### src/rtl/eps_pkg.sv
// Package for the EEPROM page write splitter: payload types, codes and limits.
`default_nettype none

package eps_pkg;

  localparam int unsigned AddrW    = 16;
  localparam int unsigned CountW   = 9;
  localparam int unsigned PageW    = 9;
  localparam int unsigned DevW     = 17;
  localparam int unsigned CfgIdxW  = 1;
  localparam int unsigned DivCntW  = $clog2(AddrW);

  localparam logic [PageW-1:0]  PageMin    = 9'd8;
  localparam logic [PageW-1:0]  PageMax    = 9'd256;
  localparam logic [PageW-1:0]  PageReset  = 9'd64;
  localparam logic [DevW-1:0]   DevReset   = 17'd32768;
  localparam logic [DevW-1:0]   DevLimit   = 17'h10000;
  localparam logic [CountW-1:0] MaxRequest = 9'd256;

  typedef enum logic [CfgIdxW-1:0] {
    CfgPageBytes   = 1'b0,
    CfgDeviceBytes = 1'b1
  } cfg_idx_e;

  typedef enum logic [1:0] {
    StIdle,
    StCheck,
    StDivide,
    StEmit
  } state_e;

  typedef struct packed {
    logic              mode;
    logic [AddrW-1:0]  start_address;
    logic [CountW-1:0] byte_count;
  } req_t;

  typedef struct packed {
    logic [AddrW-1:0]  segment_address;
    logic [CountW-1:0] buffer_offset;
    logic [CountW-1:0] segment_length;
    logic              is_write;
    logic              status;
    logic              last;
  } seg_t;

  typedef struct packed {
    cfg_idx_e        reg_index;
    logic [DevW-1:0] write_data;
  } cfg_t;

  // controller -> datapath
  typedef struct packed {
    logic load;
    logic prep;
    logic div_step;
    logic emit;
  } cmd_t;

  // datapath -> controller
  typedef struct packed {
    logic bad;
    logic write;
    logic div_last;
    logic seg_last;
    logic out_free;
  } sts_t;

endpackage

`default_nettype wire

### src/rtl/eps_req_if.sv
// Request channel: one EEPROM request per transfer.
`default_nettype none

interface eps_req_if;
  logic          valid;
  logic          ready;
  eps_pkg::req_t data;

  modport source (output valid, output data, input ready);
  modport sink   (input valid, input data, output ready);
endinterface

`default_nettype wire

### src/rtl/eps_seg_if.sv
// Segment channel: one result segment per transfer.
`default_nettype none

interface eps_seg_if;
  logic          valid;
  logic          ready;
  eps_pkg::seg_t data;

  modport source (output valid, output data, input ready);
  modport sink   (input valid, input data, output ready);
endinterface

`default_nettype wire

### src/rtl/eps_cfg_if.sv
// Configuration write channel: register index and write data.
`default_nettype none

interface eps_cfg_if;
  logic          valid;
  logic          ready;
  eps_pkg::cfg_t data;

  modport source (output valid, output data, input ready);
  modport sink   (input valid, input data, output ready);
endinterface

`default_nettype wire

### src/rtl/eps_ctrl.sv
// Controller state machine of the EEPROM page write splitter.
`default_nettype none

module eps_ctrl (
  input  wire logic          clk_i,
  input  wire logic          rst_ni,
  input  wire logic          req_valid_i,
  output logic               req_ready_o,
  input  wire eps_pkg::sts_t sts_i,
  output eps_pkg::cmd_t      cmd_o
);

  eps_pkg::state_e state_q, state_d;

  always_ff @(posedge clk_i or negedge rst_ni) begin
    if (!rst_ni) begin
      state_q <= eps_pkg::StIdle;
    end else begin
      state_q <= state_d;
    end
  end

  always_comb begin
    state_d     = state_q;
    cmd_o       = '0;
    req_ready_o = 1'b0;
    unique case (state_q)
      eps_pkg::StIdle: begin
        req_ready_o = 1'b1;
        if (req_valid_i) begin
          cmd_o.load = 1'b1;
          state_d    = eps_pkg::StCheck;
        end
      end
      eps_pkg::StCheck: begin
        cmd_o.prep = 1'b1;
        if (!sts_i.bad && sts_i.write) begin
          state_d = eps_pkg::StDivide;
        end else begin
          state_d = eps_pkg::StEmit;
        end
      end
      eps_pkg::StDivide: begin
        cmd_o.div_step = 1'b1;
        if (sts_i.div_last) begin
          state_d = eps_pkg::StEmit;
        end
      end
      eps_pkg::StEmit: begin
        if (sts_i.out_free) begin
          cmd_o.emit = 1'b1;
          if (sts_i.seg_last) begin
            state_d = eps_pkg::StIdle;
          end
        end
      end
      default: begin
        state_d = eps_pkg::StIdle;
      end
    endcase
  end

endmodule

`default_nettype wire

### src/rtl/eps_dp.sv
// Datapath: config registers, range check, offset-in-page divider, segment walk.
`default_nettype none

module eps_dp (
  input  wire logic          clk_i,
  input  wire logic          rst_ni,
  input  wire logic          cfg_valid_i,
  input  wire eps_pkg::cfg_t cfg_i,
  input  wire eps_pkg::req_t req_i,
  input  wire logic          seg_ready_i,
  output logic               seg_valid_o,
  output eps_pkg::seg_t      seg_o,
  input  wire eps_pkg::cmd_t cmd_i,
  output eps_pkg::sts_t      sts_o
);

  localparam int unsigned AW = eps_pkg::AddrW;
  localparam int unsigned CW = eps_pkg::CountW;
  localparam int unsigned PW = eps_pkg::PageW;
  localparam int unsigned DW = eps_pkg::DevW;
  localparam int unsigned NW = eps_pkg::DivCntW;

  logic [PW-1:0] page_q;
  logic [DW-1:0] dev_q;

  logic          mode_q;
  logic [AW-1:0] addr_q;
  logic [CW-1:0] size_q;
  logic          invalid_q;

  logic [AW-1:0] div_sh_q;
  logic [NW-1:0] div_cnt_q;
  logic [PW-1:0] rem_q;

  logic [AW-1:0] seg_addr_q;
  logic [CW-1:0] pos_q;
  logic [CW-1:0] left_q;
  logic [CW-1:0] room_q;

  logic          out_valid_q;
  eps_pkg::seg_t out_q;

  logic [DW-1:0] dev_eff;
  logic [DW-1:0] addr_end;
  logic          bad;
  logic [PW:0]   rem_sh;
  logic [PW:0]   rem_nx;
  logic [CW-1:0] seg_len;
  logic          seg_last;

  // config registers
  always_ff @(posedge clk_i or negedge rst_ni) begin
    if (!rst_ni) begin
      page_q <= eps_pkg::PageReset;
      dev_q  <= eps_pkg::DevReset;
    end else if (cfg_valid_i) begin
      unique case (cfg_i.reg_index)
        eps_pkg::CfgPageBytes:   page_q <= cfg_i.write_data[PW-1:0];
        eps_pkg::CfgDeviceBytes: dev_q  <= cfg_i.write_data;
        default: ;
      endcase
    end
  end

  // range check
  always_comb begin
    dev_eff  = (dev_q > eps_pkg::DevLimit) ? eps_pkg::DevLimit : dev_q;
    addr_end = {1'b0, addr_q} + DW'(size_q);
    bad      = (dev_eff == '0) || (page_q < eps_pkg::PageMin) ||
               (page_q > eps_pkg::PageMax) || (size_q > eps_pkg::MaxRequest) ||
               (addr_end > dev_eff);
  end

  // one restoring step of start_address mod page
  always_comb begin
    rem_sh = {rem_q, div_sh_q[AW-1]};
    rem_nx = (rem_sh >= {1'b0, page_q}) ? (rem_sh - {1'b0, page_q}) : rem_sh;
  end

  always_comb begin
    seg_len  = (left_q < room_q) ? left_q : room_q;
    seg_last = (left_q <= room_q);
  end

  always_ff @(posedge clk_i) begin
    if (cmd_i.load) begin
      mode_q <= req_i.mode;
      addr_q <= req_i.start_address;
      size_q <= req_i.byte_count;
    end
    if (cmd_i.prep) begin
      invalid_q  <= bad;
      left_q     <= bad ? '0 : size_q;
      room_q     <= '1;             // wider than any request: single segment
      pos_q      <= '0;
      seg_addr_q <= addr_q;
      div_sh_q   <= addr_q;
      rem_q      <= '0;
    end
    if (cmd_i.div_step) begin
      div_sh_q <= div_sh_q << 1;
      rem_q    <= rem_nx[PW-1:0];
      room_q   <= page_q - rem_nx[PW-1:0];
    end
    if (cmd_i.emit) begin
      out_q.segment_address <= seg_addr_q;
      out_q.buffer_offset   <= pos_q;
      out_q.segment_length  <= seg_len;
      out_q.is_write        <= mode_q;
      out_q.status          <= invalid_q;
      out_q.last            <= seg_last;
      seg_addr_q            <= seg_addr_q + AW'(seg_len);
      pos_q                 <= pos_q + seg_len;
      left_q                <= left_q - seg_len;
      room_q                <= page_q;
    end
  end

  always_ff @(posedge clk_i or negedge rst_ni) begin
    if (!rst_ni) begin
      div_cnt_q <= '0;
    end else if (cmd_i.prep) begin
      div_cnt_q <= '0;
    end else if (cmd_i.div_step) begin
      div_cnt_q <= div_cnt_q + 1'b1;
    end
  end

  always_ff @(posedge clk_i or negedge rst_ni) begin
    if (!rst_ni) begin
      out_valid_q <= 1'b0;
    end else if (cmd_i.emit) begin
      out_valid_q <= 1'b1;
    end else if (seg_ready_i) begin
      out_valid_q <= 1'b0;
    end
  end

  assign seg_valid_o = out_valid_q;
  assign seg_o       = out_q;

  always_comb begin
    sts_o          = '0;
    sts_o.bad      = bad;
    sts_o.write    = mode_q;
    sts_o.div_last = (div_cnt_q == NW'(AW - 1));
    sts_o.seg_last = seg_last;
    sts_o.out_free = !out_valid_q || seg_ready_i;
  end

  // a rejected request always reports an empty, final segment
  a_invalid_empty: assert property (@(posedge clk_i) disable iff (!rst_ni)
    out_valid_q && out_q.status |-> (out_q.segment_length == '0) && out_q.last)
    else $error("invalid result with nonzero length or not last");

  // a valid write segment is never longer than a page
  a_write_in_page: assert property (@(posedge clk_i) disable iff (!rst_ni)
    out_valid_q && out_q.is_write && !out_q.status |->
      (out_q.segment_length <= page_q))
    else $error("write segment longer than a page");

  // the walk never takes more bytes than remain
  a_no_overrun: assert property (@(posedge clk_i) disable iff (!rst_ni)
    cmd_i.emit |-> (seg_len <= left_q))
    else $error("segment length exceeds remaining bytes");

  // the remainder stays below the page size during the division
  a_rem_bound: assert property (@(posedge clk_i) disable iff (!rst_ni)
    cmd_i.div_step |=> (rem_q < page_q))
    else $error("page offset not reduced");

endmodule

`default_nettype wire

### src/rtl/eeprom_page_write_splitter.sv
// Top level of the EEPROM page write splitter.
// Usage:
//  - req_i takes one request per transfer: mode (0 read, 1 write), start_address
//    and byte_count. It is ready only while no request is being worked on.
//  - seg_o gives the result segments in order, one per transfer; the last
//    segment of a request carries last = 1. A rejected request gives a single
//    segment with status 1 and length 0.
//  - cfg_i writes page_bytes (index 0) or device_bytes (index 1). It is always
//    ready; write only while the block is idle.
// Sequence:
//  - A read or rejected request: accept, check, then emit loads its one segment
//    into the output register that drives seg_o.
//  - A valid write: accept, check, then a bit-serial start_address mod page_bytes
//    (one address bit a cycle), then one segment per cycle while seg_o does not
//    stall, up to 33 segments.
//  - The output register decouples the sides: the next request is taken while
//    the final segment of the previous one still waits on seg_o.
// A stall on seg_o holds the walk; nothing is dropped. Reset returns the
// controller to idle, empties the output register and restores page_bytes = 64
// and device_bytes = 32768.
`default_nettype none

module eeprom_page_write_splitter (
  input  wire logic  clk_i,
  input  wire logic  rst_ni,
  eps_req_if.sink    req_i,
  eps_seg_if.source  seg_o,
  eps_cfg_if.sink    cfg_i
);

  eps_pkg::cmd_t cmd;
  eps_pkg::sts_t sts;
  logic          req_ready;
  logic          seg_valid;
  eps_pkg::seg_t seg_data;

  // registers are plain flops, so a write is taken every cycle
  assign cfg_i.ready = 1'b1;
  assign req_i.ready = req_ready;
  assign seg_o.valid = seg_valid;
  assign seg_o.data  = seg_data;

  eps_ctrl u_ctrl (
    .clk_i       (clk_i),
    .rst_ni      (rst_ni),
    .req_valid_i (req_i.valid),
    .req_ready_o (req_ready),
    .sts_i       (sts),
    .cmd_o       (cmd)
  );

  eps_dp u_dp (
    .clk_i       (clk_i),
    .rst_ni      (rst_ni),
    .cfg_valid_i (cfg_i.valid),
    .cfg_i       (cfg_i.data),
    .req_i       (req_i.data),
    .seg_ready_i (seg_o.ready),
    .seg_valid_o (seg_valid),
    .seg_o       (seg_data),
    .cmd_i       (cmd),
    .sts_o       (sts)
  );

endmodule

`default_nettype wire
### src/flat_wrapper.sv
// flat-port wrapper written by rule: the top's interface ports become plain ports
module eeprom_page_write_splitter_flat 
  (clk_i, rst_ni, req_i_valid, req_i_data, req_i_ready, seg_o_valid, seg_o_data, seg_o_ready, cfg_i_valid, cfg_i_data, cfg_i_ready);
  eps_req_if req_i_i ();
  eps_seg_if seg_o_i ();
  eps_cfg_if cfg_i_i ();
  input  wire logic clk_i;
  input  wire logic rst_ni;
  input wire logic [$bits(req_i_i.valid)-1:0] req_i_valid;
  input wire logic [$bits(req_i_i.data)-1:0] req_i_data;
  output wire logic [$bits(req_i_i.ready)-1:0] req_i_ready;
  output wire logic [$bits(seg_o_i.valid)-1:0] seg_o_valid;
  output wire logic [$bits(seg_o_i.data)-1:0] seg_o_data;
  input wire logic [$bits(seg_o_i.ready)-1:0] seg_o_ready;
  input wire logic [$bits(cfg_i_i.valid)-1:0] cfg_i_valid;
  input wire logic [$bits(cfg_i_i.data)-1:0] cfg_i_data;
  output wire logic [$bits(cfg_i_i.ready)-1:0] cfg_i_ready;
  assign req_i_i.valid = req_i_valid;
  assign req_i_i.data = req_i_data;
  assign req_i_ready = req_i_i.ready;
  assign seg_o_valid = seg_o_i.valid;
  assign seg_o_data = seg_o_i.data;
  assign seg_o_i.ready = seg_o_ready;
  assign cfg_i_i.valid = cfg_i_valid;
  assign cfg_i_i.data = cfg_i_data;
  assign cfg_i_ready = cfg_i_i.ready;
  eeprom_page_write_splitter u_core (.clk_i(clk_i), .rst_ni(rst_ni), .req_i(req_i_i), .seg_o(seg_o_i), .cfg_i(cfg_i_i));
endmodule
### config.mk
export PLATFORM = sky130hd
export DESIGN_NAME = eeprom_page_write_splitter_flat
export DESIGN_NICKNAME = d
export VERILOG_FILES = /design/src/rtl/eps_pkg.sv /design/src/rtl/eps_req_if.sv /design/src/rtl/eps_seg_if.sv /design/src/rtl/eps_cfg_if.sv /design/src/rtl/eps_ctrl.sv /design/src/rtl/eps_dp.sv /design/src/rtl/eeprom_page_write_splitter.sv /design/src/flat_wrapper.sv
export SDC_FILE = /design/constraint.sdc
export NUM_CORES = 1
export LEC_CHECK = 0
export BUFFER_PORTS_ARGS = -buffer_cell sky130_fd_sc_hd__clkbuf_2
export CAP_MARGIN = 20
export CORE_MARGIN = 2
export CORE_UTILIZATION = 45
export CTS_BUF_LIST = sky130_fd_sc_hd__clkbuf_4
export DETAILED_ROUTE_END_ITERATION = 10
export PLACE_DENSITY = 0.71
export SLEW_MARGIN = 25
export SYNTH_ARGS = -nofsm -noshare
export SYNTH_HDL_FRONTEND = slang
export SYNTH_SLANG_ARGS = --single-unit
### constraint.sdc
create_clock -name clk_i -period 9.1 [get_ports clk_i]
set_clock_uncertainty 0.2 [all_clocks]
set_input_delay 1.82 -clock clk_i [delete_from_list [all_inputs] [get_ports clk_i]]
set_output_delay 1.82 -clock clk_i [all_outputs]
set_load 0.01 [all_outputs]
==> results_tabular.tex <==
\begin{tabular}{lr}
\hline
Metric & Value \\
\hline
\multicolumn{2}{l}{\textbf{Critical path}} \\
Startpoint-to-endpoint class of the critical path & flip-flop to flip-flop \\
Worst setup slack for register-to-register paths & 4.54 ns \\
Critical R2R Launch & u\_core.u\_dp.left\_q[4]\$\_DFFE\_PP\_ \\
Capturing element of the worst setup path & u\_core.u\_dp.seg\_addr\_q[15]\$\_DFFE\_PP\_ \\
Required time worst endpoint & between 9 and 10 ns \\
Crit path capture type & flip-flop \\
R2R cell count & 15 \\
RR Endpoint & u\_core.u\_dp.seg\_addr\_q[15]\$\_DFFE\_PP\_ \\
Critical Path Source Type & flip-flop \\
Worst setup startpoint & u\_core.u\_dp.left\_q[4]\$\_DFFE\_PP\_ \\
Crit path arrival time & $\sim$4.7 ns \\
Highest net fanout along the worst path & 11 \\
\multicolumn{2}{l}{\textbf{GRT}} \\
Global-route track usage on met3 & 3.70\% \\
GR Util met2 & 29.4\% \\
Global-route usage over all layers & about 19\% \\
Fraction of met1 tracks used by global routing & roughly 26\% \\
Vias in the first global route & 6119 \\
Antenna violations before repair & 2 \\
Global route overflow & 0 \\
First-pass GRT wire length & 31600 microns \\
Busiest layer in global routing & met2 \\
Pin count of the biggest net entering global routing & 67 \\
\multicolumn{2}{l}{\textbf{Layout}} \\
Relative area change from synthesis to final layout & 11.0\% \\
Ratio of cells with drive above 1 in the final layout & 17.3\% \\
Number of nets in the finished design & 1043 \\
Count of filler cells inserted in the layout & between 1500 and 2000 \\
Final Instance Area & 10300 sq um \\
\multicolumn{2}{l}{\textbf{STA}} \\
Transition time at the pin with the least slew margin & 1.04 ns \\
Final number of hold-violating endpoints & 0 \\
Worst slew margin relative to its limit & 30.7\% \\
Number of pins exceeding their max-slew limit in the final report & 0 \\
Setup total negative slack & 0 ns \\
Max Clock Freq & approximately 220 MHz \\
Setup-violating endpoint count in the final report & 0 \\
Worst setup margin & $\sim$4.5 ns \\
Post-route clock period utilization & 50.1\% \\
Unrepaired setup endpoints after global routing & false \\
Shortest clock period the worst path allows after layout & 4.56 ns \\
\multicolumn{2}{l}{\textbf{Detailed routing}} \\
Via density per instance & 5.33 \\
Antenna viol nets, final & 0 \\
Average wire per standard cell & between 15 and 20 microns \\
DRT Wirelength & 19700 microns \\
Iteration-0 DRC Markers & 395 \\
Vias & 6351 \\
Detailed-route DRC error count & 0 \\
Detailed Routing Iterations Pass 1 & 4 \\
\multicolumn{2}{l}{\textbf{Floorplanning}} \\
Initial core utilization & 45.7\% \\
Die X-Extent & 147 microns \\
Site Rows & between 50 and 60 \\
Die Span Y & 147 microns \\
Die Area & 21700 sq um \\
Core area & approximately 20000 sq um \\
I/O pin total & just under 90 \\
\multicolumn{2}{l}{\textbf{Pwr}} \\
Maximum vdd ir drop & about 0.18 mV \\
Leakage power figure & 4.30 nW \\
PwrDens & 420 nW/um\^{}2 \\
\multicolumn{2}{l}{\textbf{Logic synthesis}} \\
Net count after synthesis & 952 \\
Dominant combinational cell family by area after synthesis & adder cells \\
Number of synthesized register bits & 165 \\
Mapped cell area & 9250 sq um \\
Fraction of the mapped netlist area in simple logic gates & 12.2\% \\
Top FF cell, synth & sky130\_fd\_sc\_hd\_\_edfxtp\_1 \\
Share of synthesized cell area in full adder, half adder and majority cells & about an eighth \\
Number of enable-type register cells in the synthesized netlist & between 100 and 150 \\
Fraction of the yosys area taken by sequential cells & a little over 50\% \\
Cells after synthesis & 815 \\
Synthesized area per cell & 11.3 sq um \\
Mux cell area share after synthesis & approximately 4.2\% \\
Syn. warnings & 0 \\
Post-synthesis compound-gate area fraction & 11.3\% \\
Xor/xnor share of the synthesized area & 4.99\% \\
Number of library cell types mapped by synthesis & 65 \\
Async set-or-reset flop fraction in the synthesized netlist & 20.0\% \\
\multicolumn{2}{l}{\textbf{Min path}} \\
Worst min path class & flip-flop to flip-flop \\
\multicolumn{2}{l}{\textbf{Run status}} \\
Run status & complete, no violations \\
\multicolumn{2}{l}{\textbf{Clock network}} \\
Cts bufs inserted & 17 \\
Insertion delay of the later-clocked pin in the worst-skew pair & approximately 0.58 ns \\
Number of buffers added to fix hold violations after cts & 0 \\
Gates resized, CTS repair & 0 \\
Buffer type at the clock tree root & sky130\_fd\_sc\_hd\_\_clkbuf\_4 \\
Worst-case clock buffer depth & 2 \\
CTS HTree Levels & 4 \\
Post-CTS Setup Bufs & 0 \\
Clock transition at the register clock pins on the worst setup and hold paths after CTS & around 0.16 ns \\
CTS tree & done \\
Total number of clock tree sinks & 165 \\
\multicolumn{2}{l}{\textbf{Place}} \\
DP HPWL & 14700 microns \\
\# port buffers & 87 \\
Minimum setup slack after placement & 4.35 ns \\
Gp weighted congestion & 0.900 \\
Area of placed instances & 9980 sq um \\
\multicolumn{2}{l}{\textbf{Job}} \\
Maximum Capacitance Violations & 0 \\
\hline
\end{tabular}
[kinds of logic (layout without fill, tap and decap cells)]
kind of cell	Yosys count	in the layout
AND/OR/NAND/NOR	237	237
adder cells (fa/ha/maj)	88	88
AO/OA/AOI/OAI	166	166
other	1	3
XOR/XNOR	51	51
buffers and inverters	72	176
multiplexers	35	35
flip-flops	165	165
[sequential cells by signal, summed over array words and instances, names as in the netlist, 16 cells and up]
name,flops
u_core.u_dp.seg_o,37
u_core.u_dp.div_sh_q,16
u_core.u_dp.addr_q,16
u_core.u_dp.seg_addr_q,16
u_core.u_dp.dev_q,17
[critical path, stage by stage (launching register included)]
cell,delay [ns]
sky130_fd_sc_hd__edfxtp_1,0.45
sky130_fd_sc_hd__ha_1,0.35
sky130_fd_sc_hd__and3_1,0.20
sky130_fd_sc_hd__o21ai_1,0.07
sky130_fd_sc_hd__a31oi_1,0.14
sky130_fd_sc_hd__nor2_2,0.54
sky130_fd_sc_hd__mux2i_1,0.54
sky130_fd_sc_hd__inv_1,0.20
sky130_fd_sc_hd__ha_1,0.32
sky130_fd_sc_hd__a21o_1,0.14
sky130_fd_sc_hd__nand4_1,0.12
sky130_fd_sc_hd__and3_1,0.21
sky130_fd_sc_hd__o31a_1,0.31
sky130_fd_sc_hd__nor3b_1,0.26
sky130_fd_sc_hd__xnor2_1,0.15
sky130_fd_sc_hd__o21ai_1,0.07
[metrics by stage]
| step | hold slack, ns | instances | utilization (%) | power [W] |
|---|---|---|---|---|
| finish | 0.251 | 1191 | 50.7 | 0.00431 |
| global route | 0.261 | 1191 | 50.7 | 0.00468 |
| CTS | 0.258 | 1189 | 50.7 | 0.00432 |
| detailed placement | 0.220 | 1157 | 49.3 | 0.00388 |
| global placement | 0.222 | 1157 | 49.3 | 0.00382 |
| floorplan | 0.200 | 815 | - | 0.00329 |
[power by group]
| part | internal (W) | leakage (nW) | switching, W |
|---|---|---|---|
| clock | 0.000125 | 0.150 | 0.000300 |
| combinational | 0.00102 | 2.50 | 0.00141 |
| sequential | 0.00128 | 1.66 | 0.000168 |
[synth_stat cells (3+ instances only)]
cell                       instances  area, sq um
sky130_fd_sc_hd__clkbuf_1         17         63.8
sky130_fd_sc_hd__xor2_1           16          140
sky130_fd_sc_hd__ha_1             82         1030
sky130_fd_sc_hd__mux2i_1          13          130
sky130_fd_sc_hd__a21o_1            9         67.6
sky130_fd_sc_hd__nor4_1            8         50.1
sky130_fd_sc_hd__and3_1            7         43.8
sky130_fd_sc_hd__o41ai_1           3         26.3
sky130_fd_sc_hd__o21a_1            8         60.1
sky130_fd_sc_hd__or3_1             6         37.5
sky130_fd_sc_hd__o21ai_1           6         30.0
sky130_fd_sc_hd__mux2_2           21          236
sky130_fd_sc_hd__nor2b_1          16          100
sky130_fd_sc_hd__edfxtp_1        131         3930
sky130_fd_sc_hd__o31a_1            5         43.8
sky130_fd_sc_hd__nand2b_1         11         68.8
sky130_fd_sc_hd__a22oi_1           3         22.5
sky130_fd_sc_hd__o22ai_1          13         81.3
sky130_fd_sc_hd__fa_1              6          120
sky130_fd_sc_hd__xnor2_1          34          298
sky130_fd_sc_hd__dfrtp_1          31          776
sky130_fd_sc_hd__and2_1            5         31.3
sky130_fd_sc_hd__a22o_1            7         61.3
sky130_fd_sc_hd__nand2_1          91          342
sky130_fd_sc_hd__nand3_1          10         50.1
sky130_fd_sc_hd__a31oi_1           6         37.5
sky130_fd_sc_hd__o21bai_1          5         37.5
sky130_fd_sc_hd__a21oi_1          34          170
sky130_fd_sc_hd__nor2_1           50          188
sky130_fd_sc_hd__nor3_1           12         60.1
sky130_fd_sc_hd__inv_1            49          184
sky130_fd_sc_hd__o21ai_0          51          255
sky130_fd_sc_hd__nand4_1           9         56.3
[cell usage in the layout (no fill, tap or decap), types with 6 or more instances in the layout]
cell                         n
sky130_fd_sc_hd__mux2i_1    13
sky130_fd_sc_hd__nand3_1    10
sky130_fd_sc_hd__edfxtp_1  131
sky130_fd_sc_hd__o22ai_1    13
sky130_fd_sc_hd__nand2_1    90
sky130_fd_sc_hd__fa_1        6
sky130_fd_sc_hd__a21oi_1    34
sky130_fd_sc_hd__nand2b_1   11
sky130_fd_sc_hd__o21a_1      8
sky130_fd_sc_hd__nor2b_1    16
sky130_fd_sc_hd__a22o_1      7
sky130_fd_sc_hd__nand4_1     9
sky130_fd_sc_hd__inv_1      49
sky130_fd_sc_hd__inv_6       7
sky130_fd_sc_hd__o21ai_1     6
sky130_fd_sc_hd__and3_1      7
sky130_fd_sc_hd__o21ai_0    51
sky130_fd_sc_hd__nor4_1      8
sky130_fd_sc_hd__clkbuf_4   17
sky130_fd_sc_hd__a21o_1      9
sky130_fd_sc_hd__a31oi_1     6
sky130_fd_sc_hd__xnor2_1    34
sky130_fd_sc_hd__or3_1       6
sky130_fd_sc_hd__buf_4       7
sky130_fd_sc_hd__dfrtp_1    31
sky130_fd_sc_hd__nor2_1     49
sky130_fd_sc_hd__nor3_1     12
sky130_fd_sc_hd__clkbuf_2   87
sky130_fd_sc_hd__mux2_2     21
sky130_fd_sc_hd__xor2_1     16
sky130_fd_sc_hd__ha_1       82
[worst min-delay path by stage]
stage	startpoint	end	slack, ns	cells past startpoint
2_1_floorplan	u_core.u_dp.invalid_q$_DFFE_PP_	u_core.u_dp.seg_o[1]$_DFFE_PP_	0.20	0
6_report	u_core.u_dp.invalid_q$_DFFE_PP_	u_core.u_dp.seg_o[1]$_DFFE_PP_	0.25	0
5_1_grt	u_core.u_dp.invalid_q$_DFFE_PP_	u_core.u_dp.seg_o[1]$_DFFE_PP_	0.26	0
4_1_cts	u_core.u_dp.invalid_q$_DFFE_PP_	u_core.u_dp.seg_o[1]$_DFFE_PP_	0.26	0
3_5_place_dp	u_core.u_dp.invalid_q$_DFFE_PP_	u_core.u_dp.seg_o[1]$_DFFE_PP_	0.22	0
3_3_place_gp	u_core.u_dp.invalid_q$_DFFE_PP_	u_core.u_dp.seg_o[1]$_DFFE_PP_	0.22	0
[final cells by class]
type                       instances  area (sq um)  share of cell area (%)
sequential                       165          4780                    46.6
antenna                            2          5.00                  0.0488
inverter                          50           188                    1.83
clock inverter                    15           153                    1.49
multi-input combinational        578          4190                    40.8
clock buffer                      17           128                    1.24
tap                              270           338                    3.29
timing repair buffer              94           488                    4.75
[per-layer routing]
metal  routed length (microns)  vias up  part of all wire, %
met5                         0        -                    0
met4                       226        0                  1.1
met3                       892       19                  4.5
met2                      9100      158                   46
met1                      9440     3032                   48
li1                          -     3142                    -
Note: power is estimated with default switching activity, not from simulation.
